**config.mk**
```make
export PLATFORM = sky130hd
export DESIGN_NAME = scan_ray_to_grid_cell
export DESIGN_NICKNAME = d
export VERILOG_FILES = /design/src/hw/rtl/srgc_pkg.sv /design/src/hw/rtl/srgc_cfg.sv /design/src/hw/rtl/srgc_cordic_step.sv /design/src/hw/rtl/srgc_core.sv /design/src/hw/rtl/scan_ray_to_grid_cell.sv
export SDC_FILE = /design/constraint.sdc
export NUM_CORES = 2
export LEC_CHECK = 0
export ABC_AREA = 0
export ABC_CLOCK_PERIOD_IN_PS = 11800
export BUFFER_PORTS_ARGS = -buffer_cell sky130_fd_sc_hd__clkbuf_2
export CAP_MARGIN = 15
export CORE_MARGIN = 2
export CORE_UTILIZATION = 35
export CTS_CLUSTER_DIAMETER = 60
export DETAILED_ROUTE_END_ITERATION = 6
export MAX_ROUTING_LAYER = met4
export PLACE_DENSITY = 0.59
export SLEW_MARGIN = 20
export SYNTH_ARGS = -nofsm -noshare
export SYNTH_HDL_FRONTEND = slang
export SYNTH_SLANG_ARGS = --single-unit
```
**constraint.sdc**
```tcl
create_clock -name clk -period 11.8 [get_ports clk]
set_input_delay 0.59 -clock clk [delete_from_list [all_inputs] [get_ports clk]]
set_output_delay 0.59 -clock clk [all_outputs]
set_load 0.1 [all_outputs]
```
**src/hw/rtl/srgc_pkg.sv**
```systemverilog
// Shared types, constants and helper functions for the scan ray to grid cell block.
`timescale 1ns / 1ps
`default_nettype none

package srgc_pkg;

  // Fixed-point formats
  localparam int RANGE_FRAC_BITS = 8;
  localparam int CORDIC_ITERS    = 16;
  localparam int ITER_W          = $clog2(CORDIC_ITERS);
  localparam int CELL_FB         = RANGE_FRAC_BITS + 16;   // fraction bits of x and y
  localparam int DP_W            = CELL_FB + 20;           // rotation datapath width
  localparam int R0_W            = 40;                     // prescaled radius width
  localparam int Z_W             = 24;                     // 2^24 angle units per turn
  localparam int MUL_A_W         = 32;
  localparam int MUL_B_W         = 16;
  localparam int MUL_P_W         = MUL_A_W + MUL_B_W;

  // Constants
  localparam logic [15:0]        HALF_METRE    = 16'(1 << (RANGE_FRAC_BITS - 1));
  localparam logic [15:0]        THREE_Q_METRE = 16'(3 << (RANGE_FRAC_BITS - 2));
  localparam logic [MUL_B_W-1:0] INV_GAIN      = 16'd39797;  // 1/K, Q0.16
  // intensity / 200 = ((intensity >> 3) * 41944) >> 20, exact over 16 bits
  localparam logic [MUL_B_W-1:0] CLASS_MUL     = 16'd41944;
  localparam int                 CLASS_SHIFT   = 20;

  // Register map, word index
  typedef enum logic [2:0] {
    REG_RANGE_LIMIT = 3'd0,
    REG_ANGLE_START = 3'd1,
    REG_ANGLE_STEP  = 3'd2,
    REG_CELLS_PER_M = 3'd3,
    REG_ORIGIN_X    = 3'd4,
    REG_ORIGIN_Y    = 3'd5
  } reg_idx_t;

  typedef struct packed {
    logic [15:0]        range_limit;
    logic signed [15:0] angle_start;
    logic [15:0]        angle_step;
    logic [15:0]        cells_per_metre;
    logic signed [15:0] origin_x_cells;
    logic signed [15:0] origin_y_cells;
  } cfg_t;

  typedef struct packed {
    logic [10:0] ray_index;
    logic [15:0] distance;
    logic [15:0] intensity;
    logic        scan_last;
  } ray_t;

  typedef struct packed {
    logic               point_valid;
    logic signed [15:0] cell_x;
    logic signed [15:0] cell_y;
    logic [8:0]         intensity_class;
    logic               near_hit;      // valid ray below 0.75 m
    logic               scan_done;
  } res_t;

  // CORDIC arctangent table, 2^24 units per turn
  function automatic logic signed [Z_W-1:0] atan_val(input logic [ITER_W-1:0] i);
    logic signed [Z_W-1:0] v;
    case (i)
      4'd0:    v = 24'sd2097152;
      4'd1:    v = 24'sd1238021;
      4'd2:    v = 24'sd654136;
      4'd3:    v = 24'sd332050;
      4'd4:    v = 24'sd166669;
      4'd5:    v = 24'sd83416;
      4'd6:    v = 24'sd41718;
      4'd7:    v = 24'sd20860;
      4'd8:    v = 24'sd10430;
      4'd9:    v = 24'sd5215;
      4'd10:   v = 24'sd2608;
      4'd11:   v = 24'sd1304;
      4'd12:   v = 24'sd652;
      4'd13:   v = 24'sd326;
      4'd14:   v = 24'sd163;
      4'd15:   v = 24'sd81;
      default: v = '0;
    endcase
    return v;
  endfunction

  // Drop fraction bits toward zero, then saturate to 16 bits signed
  function automatic logic signed [15:0] to_cell(input logic signed [DP_W-1:0] s);
    logic signed [DP_W-1:0]       b;
    logic signed [DP_W-CELL_FB-1:0] q;
    logic signed [15:0]           c;
    b = s + (s[DP_W-1] ? {{(DP_W-CELL_FB){1'b0}}, {CELL_FB{1'b1}}} : '0);
    q = b[DP_W-1:CELL_FB];
    if (q[DP_W-CELL_FB-1:15] == '0 || q[DP_W-CELL_FB-1:15] == '1) begin
      c = q[15:0];
    end else if (q[DP_W-CELL_FB-1]) begin
      c = 16'sh8000;
    end else begin
      c = 16'sh7fff;
    end
    return c;
  endfunction

endpackage

`default_nettype wire

```
**src/hw/rtl/srgc_cfg.sv**
```systemverilog
// Configuration register file with APB-style access.
`timescale 1ns / 1ps
`default_nettype none

module srgc_cfg (
  input  wire logic              clk,
  input  wire logic              rst_n,
  input  wire logic              psel,
  input  wire logic              penable,
  input  wire logic              pwrite,
  input  wire logic [4:0]        paddr,
  input  wire logic [31:0]       pwdata,
  output logic [31:0]            prdata,
  output srgc_pkg::cfg_t         cfg
);
  import srgc_pkg::*;

  cfg_t     cfg_r;
  reg_idx_t widx;
  logic     wr_en;

  assign widx  = reg_idx_t'(paddr[4:2]);
  assign wr_en = psel & penable & pwrite;

  // Register writes, access phase
  always_ff @(posedge clk) begin
    if (!rst_n) begin
      cfg_r.range_limit     <= 16'd65535;
      cfg_r.angle_start     <= 16'sd0;
      cfg_r.angle_step      <= 16'd0;
      cfg_r.cells_per_metre <= 16'd1024;
      cfg_r.origin_x_cells  <= 16'sd23;
      cfg_r.origin_y_cells  <= 16'sd47;
    end else if (wr_en) begin
      case (widx)
        REG_RANGE_LIMIT: cfg_r.range_limit     <= pwdata[15:0];
        REG_ANGLE_START: cfg_r.angle_start     <= pwdata[15:0];
        REG_ANGLE_STEP:  cfg_r.angle_step      <= pwdata[15:0];
        REG_CELLS_PER_M: cfg_r.cells_per_metre <= pwdata[15:0];
        REG_ORIGIN_X:    cfg_r.origin_x_cells  <= pwdata[15:0];
        REG_ORIGIN_Y:    cfg_r.origin_y_cells  <= pwdata[15:0];
        default: ;
      endcase
    end
  end

  // Read back
  always_comb begin
    case (widx)
      REG_RANGE_LIMIT: prdata = {16'd0, cfg_r.range_limit};
      REG_ANGLE_START: prdata = {16'd0, cfg_r.angle_start};
      REG_ANGLE_STEP:  prdata = {16'd0, cfg_r.angle_step};
      REG_CELLS_PER_M: prdata = {16'd0, cfg_r.cells_per_metre};
      REG_ORIGIN_X:    prdata = {16'd0, cfg_r.origin_x_cells};
      REG_ORIGIN_Y:    prdata = {16'd0, cfg_r.origin_y_cells};
      default:         prdata = '0;
    endcase
  end

  assign cfg = cfg_r;

endmodule

`default_nettype wire

```
**src/hw/rtl/srgc_cordic_step.sv**
```systemverilog
// One CORDIC rotation step, reused for every iteration.
`timescale 1ns / 1ps
`default_nettype none

module srgc_cordic_step (
  input  wire logic signed [srgc_pkg::DP_W-1:0] x_in,
  input  wire logic signed [srgc_pkg::DP_W-1:0] y_in,
  input  wire logic signed [srgc_pkg::Z_W-1:0]  z_in,
  input  wire logic [srgc_pkg::ITER_W-1:0]      iter,
  output logic signed [srgc_pkg::DP_W-1:0]      x_out,
  output logic signed [srgc_pkg::DP_W-1:0]      y_out,
  output logic signed [srgc_pkg::Z_W-1:0]       z_out
);
  import srgc_pkg::*;

  logic signed [DP_W-1:0] dx;
  logic signed [DP_W-1:0] dy;
  logic signed [Z_W-1:0]  da;

  // Floor shifts of the cross terms
  assign dx = y_in >>> iter;
  assign dy = x_in >>> iter;
  assign da = atan_val(iter);

  // Rotate toward zero residual angle
  always_comb begin
    if (!z_in[Z_W-1]) begin
      x_out = x_in - dx;
      y_out = y_in + dy;
      z_out = z_in - da;
    end else begin
      x_out = x_in + dx;
      y_out = y_in - dy;
      z_out = z_in + da;
    end
  end

endmodule

`default_nettype wire

```
**src/hw/rtl/srgc_core.sv**
```systemverilog
// Sequencer with shared multiplier and CORDIC step for one ray at a time.
`timescale 1ns / 1ps
`default_nettype none

module srgc_core (
  input  wire logic             clk,
  input  wire logic             rst_n,
  input  wire srgc_pkg::cfg_t   cfg,
  input  wire logic             in_valid,
  output logic                  in_ready,
  input  wire srgc_pkg::ray_t   in_ray,
  output logic                  res_valid,
  input  wire logic             res_ready,
  output srgc_pkg::res_t        res
);
  import srgc_pkg::*;

  typedef enum logic [5:0] {
    S_IDLE = 6'b000001,
    S_MUL  = 6'b000010,
    S_ROT  = 6'b000100,
    S_FIN1 = 6'b001000,
    S_FIN2 = 6'b010000,
    S_DONE = 6'b100000
  } state_t;

  state_t                 state_r, state_nxt;
  logic [ITER_W-1:0]      step_r, step_nxt;
  ray_t                   ray_r;
  logic                   valid_r;
  logic [15:0]            theta_r;
  logic [31:0]            p_r;
  logic [R0_W-1:0]        r0_r;
  logic [8:0]             class_r;
  logic signed [DP_W-1:0] x_r;
  logic signed [DP_W-1:0] y_r;
  logic signed [Z_W-1:0]  z_r;
  logic signed [15:0]     cx_r;
  logic signed [15:0]     cy_r;

  logic [MUL_A_W-1:0]     mul_a;
  logic [MUL_B_W-1:0]     mul_b;
  logic [MUL_P_W-1:0]     prod;
  logic [15:0]            theta_off;
  logic [1:0]             quad;
  logic [15:0]            phi;
  logic signed [DP_W-1:0] r0_ext;
  logic signed [DP_W-1:0] xs_out;
  logic signed [DP_W-1:0] ys_out;
  logic signed [Z_W-1:0]  zs_out;
  logic signed [DP_W-1:0] org_x;
  logic signed [DP_W-1:0] org_y;
  logic                   in_fire;
  logic                   in_ok;

  assign in_ready = (state_r == S_IDLE);
  assign in_fire  = in_valid & in_ready;
  assign in_ok    = (in_ray.distance > HALF_METRE) && (in_ray.distance < cfg.range_limit);

  // Shared multiplier: angle, scaled range, gain correction, intensity class
  always_comb begin
    case (step_r[1:0])
      2'd0:    begin mul_a = MUL_A_W'(ray_r.ray_index); mul_b = cfg.angle_step;      end
      2'd1:    begin mul_a = MUL_A_W'(ray_r.distance);  mul_b = cfg.cells_per_metre; end
      2'd2:    begin mul_a = p_r;                       mul_b = INV_GAIN;            end
      default: begin mul_a = MUL_A_W'(ray_r.intensity[15:3]); mul_b = CLASS_MUL;   end
    endcase
  end
  assign prod = mul_a * mul_b;

  // Quadrant fold of the ray angle
  assign theta_off = theta_r + 16'h2000;
  assign quad      = theta_off[15:14];
  assign phi       = theta_r - {quad, 14'd0};
  assign r0_ext    = DP_W'(r0_r);

  // Origins in the fixed-point grid format
  assign org_x = {{(DP_W-16-CELL_FB){cfg.origin_x_cells[15]}}, cfg.origin_x_cells,
                  {CELL_FB{1'b0}}};
  assign org_y = {{(DP_W-16-CELL_FB){cfg.origin_y_cells[15]}}, cfg.origin_y_cells,
                  {CELL_FB{1'b0}}};

  srgc_cordic_step u_step (
    .x_in  (x_r),
    .y_in  (y_r),
    .z_in  (z_r),
    .iter  (step_r),
    .x_out (xs_out),
    .y_out (ys_out),
    .z_out (zs_out)
  );

  // Sequencer
  always_comb begin
    state_nxt = state_r;
    step_nxt  = step_r;
    case (state_r)
      S_IDLE: begin
        step_nxt = '0;
        if (in_fire) begin
          state_nxt = in_ok ? S_MUL : S_DONE;
        end
      end
      S_MUL: begin
        step_nxt = step_r + 1'b1;
        if (step_r[1:0] == 2'd3) begin
          step_nxt  = '0;
          state_nxt = S_ROT;
        end
      end
      S_ROT: begin
        step_nxt = step_r + 1'b1;
        if (step_r == ITER_W'(CORDIC_ITERS - 1)) begin
          state_nxt = S_FIN1;
        end
      end
      S_FIN1: state_nxt = S_FIN2;
      S_FIN2: state_nxt = S_DONE;
      S_DONE: begin
        if (res_ready) begin
          state_nxt = S_IDLE;
        end
      end
      default: state_nxt = S_IDLE;
    endcase
  end

  always_ff @(posedge clk) begin
    if (!rst_n) begin
      state_r <= S_IDLE;
      step_r  <= '0;
    end else begin
      state_r <= state_nxt;
      step_r  <= step_nxt;
    end
  end

  // Datapath registers
  always_ff @(posedge clk) begin
    case (state_r)
      S_IDLE: begin
        if (in_fire) begin
          ray_r   <= in_ray;
          valid_r <= in_ok;
        end
      end
      S_MUL: begin
        case (step_r[1:0])
          2'd0: theta_r <= cfg.angle_start + prod[15:0];
          2'd1: p_r     <= prod[31:0];
          2'd2: r0_r    <= prod[MUL_P_W-1:8];
          default: begin
            class_r <= prod[CLASS_SHIFT+8:CLASS_SHIFT];
            z_r     <= {phi, {(Z_W-16){1'b0}}};
            case (quad)
              2'd0:    begin x_r <= r0_ext;  y_r <= '0;      end
              2'd1:    begin x_r <= '0;      y_r <= r0_ext;  end
              2'd2:    begin x_r <= -r0_ext; y_r <= '0;      end
              default: begin x_r <= '0;      y_r <= -r0_ext; end
            endcase
          end
        endcase
      end
      S_ROT: begin
        x_r <= xs_out;
        y_r <= ys_out;
        z_r <= zs_out;
      end
      S_FIN1: begin
        x_r <= x_r + org_x;
        y_r <= org_y - y_r;
      end
      S_FIN2: begin
        cx_r <= to_cell(x_r);
        cy_r <= to_cell(y_r);
      end
      default: ;
    endcase
  end

  // Result word; invalid rays carry zero fields
  assign res_valid           = (state_r == S_DONE);
  assign res.point_valid     = valid_r;
  assign res.cell_x          = valid_r ? cx_r : 16'sd0;
  assign res.cell_y          = valid_r ? cy_r : 16'sd0;
  assign res.intensity_class = valid_r ? class_r : 9'd0;
  assign res.near_hit        = valid_r && (ray_r.distance < THREE_Q_METRE);
  assign res.scan_done       = ray_r.scan_last;

endmodule

`default_nettype wire

```
**src/hw/rtl/scan_ray_to_grid_cell.sv**
```systemverilog
// Top level: scan ray to grid cell conversion with stream ports and APB registers.
// Usage:
//   Input words carry one laser ray each (index, range in Q8.8 metres,
//   intensity); in_tlast marks the final ray of a scan. Each ray gives
//   exactly one output word: valid flag, grid cell x and y, intensity
//   class and the scan's sticky near-range flag; out_tlast echoes in_tlast.
//   A valid ray goes from acceptance to out_tvalid through four passes
//   through the shared multiplier, sixteen passes through the CORDIC step,
//   the offset and saturation steps and then the output register.
//   An invalid ray skips the multiplier and the rotation and goes through
//   the done state into the output register. in_tready is high only while
//   the sequencer is idle, so a new ray is taken only after the last one
//   has been handed to the output register.
//   The output register holds a finished word while out_tready is low; the
//   sequencer then waits with the next result and takes no new ray.
//   Reset (rst_n low, synchronous) empties the output register, clears the
//   near-range flag and restores register defaults. Registers must be written
//   over the cfg_ port only while no ray is in flight; not enforced by the block.
`timescale 1ns / 1ps
`default_nettype none

module scan_ray_to_grid_cell (
  input  wire logic        clk,
  input  wire logic        rst_n,
  // Input rays
  input  wire logic        in_tvalid,
  output logic             in_tready,
  input  wire logic [47:0] in_tdata,   // ray_index[10:0], distance[26:11], intensity[42:27]
  input  wire logic        in_tlast,
  // Grid cells
  output logic             out_tvalid,
  input  wire logic        out_tready,
  output logic [47:0]      out_tdata,  // cell_x[15:0], cell_y[31:16], intensity_class[40:32]
  output logic [1:0]       out_tuser,  // point_valid[0], too_close_seen[1]
  output logic             out_tlast,
  // Register access
  input  wire logic        cfg_psel,
  input  wire logic        cfg_penable,
  input  wire logic        cfg_pwrite,
  input  wire logic [4:0]  cfg_paddr,
  input  wire logic [31:0] cfg_pwdata,
  output logic [31:0]      cfg_prdata,
  output logic             cfg_pready
);
  import srgc_pkg::*;

  cfg_t        cfg;
  ray_t        in_ray;
  res_t        res;
  logic        res_valid;
  logic        res_ready;
  logic        close_hit_r;
  logic        near_flag;
  logic        out_tvalid_r;
  logic [47:0] out_tdata_r;
  logic [1:0]  out_tuser_r;
  logic        out_tlast_r;

  assign cfg_pready = 1'b1;

  srgc_cfg u_cfg (
    .clk     (clk),
    .rst_n   (rst_n),
    .psel    (cfg_psel),
    .penable (cfg_penable),
    .pwrite  (cfg_pwrite),
    .paddr   (cfg_paddr),
    .pwdata  (cfg_pwdata),
    .prdata  (cfg_prdata),
    .cfg     (cfg)
  );

  // Unpack input word
  assign in_ray.ray_index = in_tdata[10:0];
  assign in_ray.distance  = in_tdata[26:11];
  assign in_ray.intensity = in_tdata[42:27];
  assign in_ray.scan_last = in_tlast;

  srgc_core u_core (
    .clk       (clk),
    .rst_n     (rst_n),
    .cfg       (cfg),
    .in_valid  (in_tvalid),
    .in_ready  (in_tready),
    .in_ray    (in_ray),
    .res_valid (res_valid),
    .res_ready (res_ready),
    .res       (res)
  );

  // Output register takes a word when empty or being drained
  assign res_ready = !out_tvalid_r || out_tready;
  assign near_flag = close_hit_r || res.near_hit;

  always_ff @(posedge clk) begin
    if (!rst_n) begin
      out_tvalid_r <= 1'b0;
      close_hit_r  <= 1'b0;
    end else begin
      if (res_valid && res_ready) begin
        out_tvalid_r <= 1'b1;
        close_hit_r  <= res.scan_done ? 1'b0 : near_flag;
      end else if (out_tready) begin
        out_tvalid_r <= 1'b0;
      end
    end
  end

  always_ff @(posedge clk) begin
    if (res_valid && res_ready) begin
      out_tdata_r <= {7'd0, res.intensity_class, res.cell_y, res.cell_x};
      out_tuser_r <= {near_flag, res.point_valid};
      out_tlast_r <= res.scan_done;
    end
  end

  assign out_tvalid = out_tvalid_r;
  assign out_tdata  = out_tdata_r;
  assign out_tuser  = out_tuser_r;
  assign out_tlast  = out_tlast_r;

  // Checks
  a_busy_after_accept: assert property (@(posedge clk) disable iff (!rst_n)
    (in_tvalid && in_tready) |=> !in_tready)
    else $error("sequencer accepted a ray while busy");

  a_invalid_zero: assert property (@(posedge clk) disable iff (!rst_n)
    (out_tvalid && !out_tuser[0]) |-> (out_tdata[40:0] == 41'd0))
    else $error("invalid ray carries non-zero cell fields");

  a_flag_clears: assert property (@(posedge clk) disable iff (!rst_n)
    (res_valid && res_ready && res.scan_done) |=> !close_hit_r)
    else $error("near-range flag not cleared after end of scan");

  a_flag_sticky: assert property (@(posedge clk) disable iff (!rst_n)
    (res_valid && res_ready && !res.scan_done && close_hit_r) |=> close_hit_r)
    else $error("near-range flag dropped within a scan");

endmodule

`default_nettype wire
```
==> metrics <==
relative slew slack=23.3%; CP Class=flop to flop; Final Cycle Share=82.8%; worst path required time=12.22 ns; post-layout min period=9.78 ns; Skew-Pair Late Insertion Delay=0.68 ns; all-layer global routing usage=approximately a quarter; status=finished clean; # DRC=0; max-slew violation count=0; vias per cell=5.64; H-tree depth=3; row count=141; drt pass-1 iters=6; Setup Skew=~0.042 ns; worst-case clock buffer depth=3; RSZ-0062 raised after global routing=false; area delta synth->final=9.03%; largest net degree at the start of global routing=72; Most used DFF post-synth=edfxtp_1; CTS tree=built; Die Span Y=389 um; cts hold-fix bufs=0; Die Area=0.151 mm2; Syn Inst Count=5,783; Post-CTS Setup Repair Bufs=0; EDFF count, synth=327; Max-Cap Viols=0; WL/cell=between 20 and 25 um; VDD IR max=~0.000095 V; initial DRC count=4,566; share of flip-flops with an asynchronous set or reset=0%; post-DP HPWL=138,000 um; dpl cell area=0.0544 mm2; CTS root buffer=clkbuf_16; share of cells above drive strength 1=around 8.5%; slew at the pin closest to its max-slew limit=1.15 ns; drt total wl=~180,000 um; total global routing overflow=0; final worst setup slack=2.02 ns; Final Hold Viols=0; Core Footprint=0.147 mm2; Pleak=0.0240 uW; synth unique cells=100; Fin Setup TNS=0 ns; Final setup viols=0; Num CTS Buffers=66; io pins=between 150 and 200; Yosys warnings=0; die width=slightly below 400 um; startpoint type of the worst setup path=flop; syn_area_per_cell=8.97 um2; first-pass GRT wire length=approximately 270,000 um; Num Clock Sinks=457; Power Density=118 mW/mm2; via count=43.8k; # nets final=approximately 6.7k; Routed Antenna Nets=0; cts repair resizes=0; Worst setup EP type=flop; worst min path class=input port to flop; Crit Path Max Fanout=37; WP data arrival=10.20 ns; Initial Utilization=around a third; Post-Layout Inst Area=roughly 0.057 mm2; Max Freq=approximately 0.1 GHz; synthesized cell area=0.0519 mm2; #FFs+latches synth=457; vias in the first global route=around 42k; Placer Congestion=0.972; Clock transition at path regs=0.06 ns; antenna violations before repair=11; Post-Place Worst Slack=2.24 ns; PortBufs=128; sequential area share after synthesis=a little under a quarter
## worst max-delay path, cell delays in order, from the launching register on
cell      delay (ns)
dfxtp_4         0.71
inv_2           0.35
ha_1            0.36
buf_4           0.25
a22oi_1         0.49
nand2_1         0.37
mux2i_1         0.67
nor2_1          0.14
fa_1            0.57
inv_1           0.05
fa_1            0.46
fa_1            0.50
fa_1            0.55
inv_1           0.05
fa_1            0.49
fa_1            0.42
ha_1            0.34
nand2_1         0.14
nor2_1          0.13
o31a_1          0.30
nand2b_1        0.17
a21oi_1         0.09
xnor2_1         0.69
ha_1            0.42
and3_1          0.22
a211o_1         0.29
a21oi_1         0.17
xnor2_1         0.10
## layout make-up
class / count / area (um2)
clock buffer: 80 / 1770
antenna: 1 / 2.50
multi-input combinational: 4400 / 35900
inverter: 664 / 2490
timing repair buffer: 193 / 1130
sequential: 457 / 12400
tap: 1930 / 2410
clock inverter: 39 / 462
fill: 14900 / 90900
## per-layer routing
layer / part of all wire [%] / up-vias / GRT usage, %
li1: - / 20000 / -
met1: 44 / 21600 / 33.0
met2: 43 / 1896 / 34.9
met3: 9.1 / 305 / 4.03
met4: 3.2 / 0 / 7.08
met5: 0 / - / -
## cells in the final DEF (no fill, tap or decap), types with 95 or more instances in the layout
| master | count |
|---|---|
| nand2_1 | 769 |
| inv_1 | 658 |
| fa_1 | 423 |
| nor2_1 | 401 |
| ha_1 | 360 |
| a21oi_1 | 357 |
| edfxtp_1 | 327 |
| o21ai_0 | 231 |
| xnor2_1 | 221 |
| xor2_1 | 146 |
| clkbuf_2 | 128 |
| dfxtp_1 | 126 |
| a21o_1 | 117 |
| and2_1 | 113 |
| nand3_1 | 95 |
## logic make-up after synthesis
family,after synthesis,synth area share [%]
flops,457,23.9
other cells,2,0.0145
compound gates,1237,15.5
fa+ha+maj,784,25.0
buf+inv,948,7.30
xor+xnor,368,6.21
simple gates,1765,15.6
mux,222,6.39
## synth_stat cells (all sizes together) (29+ instances only)
cell type | count | share of area, %
nand2 | 770 | 5.6
inv | 662 | 4.8
fa | 423 | 16
nor2 | 401 | 2.9
ha | 361 | 8.7
a21oi | 358 | 3.5
edfxtp | 327 | 19
o21ai | 232 | 2.2
xnor2 | 221 | 3.7
clkbuf | 194 | 1.4
xor2 | 147 | 2.5
dfxtp | 130 | 5.0
and2 | 120 | 1.4
a21o | 117 | 1.7
nand3 | 95 | 0.92
buf | 90 | 1.1
mux2i | 88 | 1.7
mux4 | 79 | 3.5
a22oi | 69 | 1.0
nor3 | 65 | 0.66
mux2 | 55 | 1.2
o221ai | 53 | 0.91
nand2b | 51 | 0.61
nor2b | 44 | 0.53
a31oi | 43 | 0.52
and3 | 43 | 0.52
o211ai | 36 | 0.52
a211oi | 34 | 0.49
o22ai | 31 | 0.37
o31ai | 30 | 0.43
or3 | 30 | 0.36
o21a | 29 | 0.42
## per-stage QoR
stage                     hold slack (ns)  util, %  total power, uW  std cells
after detailed placement            0.470     36.9             4620       7644
after floorplan                     0.417        -             3870       5805
final                              0.0858     38.4             6700       7764
after global placement              0.459     36.8             4590       7644
after global routing               0.0532     38.4             7020       7763
after CTS                          0.0443     38.4             6670       7763
## report_power, final
group | switching (uW) | internal (uW) | leakage (uW)
Combinational | 1730 | 925 | 0.0189
Sequential | 141 | 1870 | 0.00401
Clock | 864 | 1170 | 0.00107
## final timing paths
path                                       from                      endpoint  slack (ns)  cells past startpoint
hold / removal                      in_tdata[2]    u_core.ray_r[35]$_DFFE_PP_        0.09                      1
setup / recovery  u_core.step_r[1]$_SDFFE_PN0N_  u_core.theta_r[15]$_DFFE_PP_        2.02                     27
setup reg to reg  u_core.step_r[1]$_SDFFE_PN0N_  u_core.theta_r[15]$_DFFE_PP_        2.02                     27
hold reg to reg      u_cfg.cfg[28]$_SDFFE_PN0P_    u_cfg.cfg[28]$_SDFFE_PN0P_        0.48                      2
## sequential cells by signal (all words and copies together) (netlist names), 2 cells and up
name and count:
out_tuser 2, u_core.class_r 9, u_cfg.cfg 96, u_core.z_r 24, u_core.r0_r 40, u_core.cx_r 16
u_core.y_r 44, u_core.p_r 32, u_core.state_r 6, u_core.cy_r 16, u_core.ray_r 40, u_core.x_r 44
u_core.u_step.da 22, out_tdata 41, u_core.step_r 4, u_core.theta_r 16
Power figures use the tool's default switching activity.
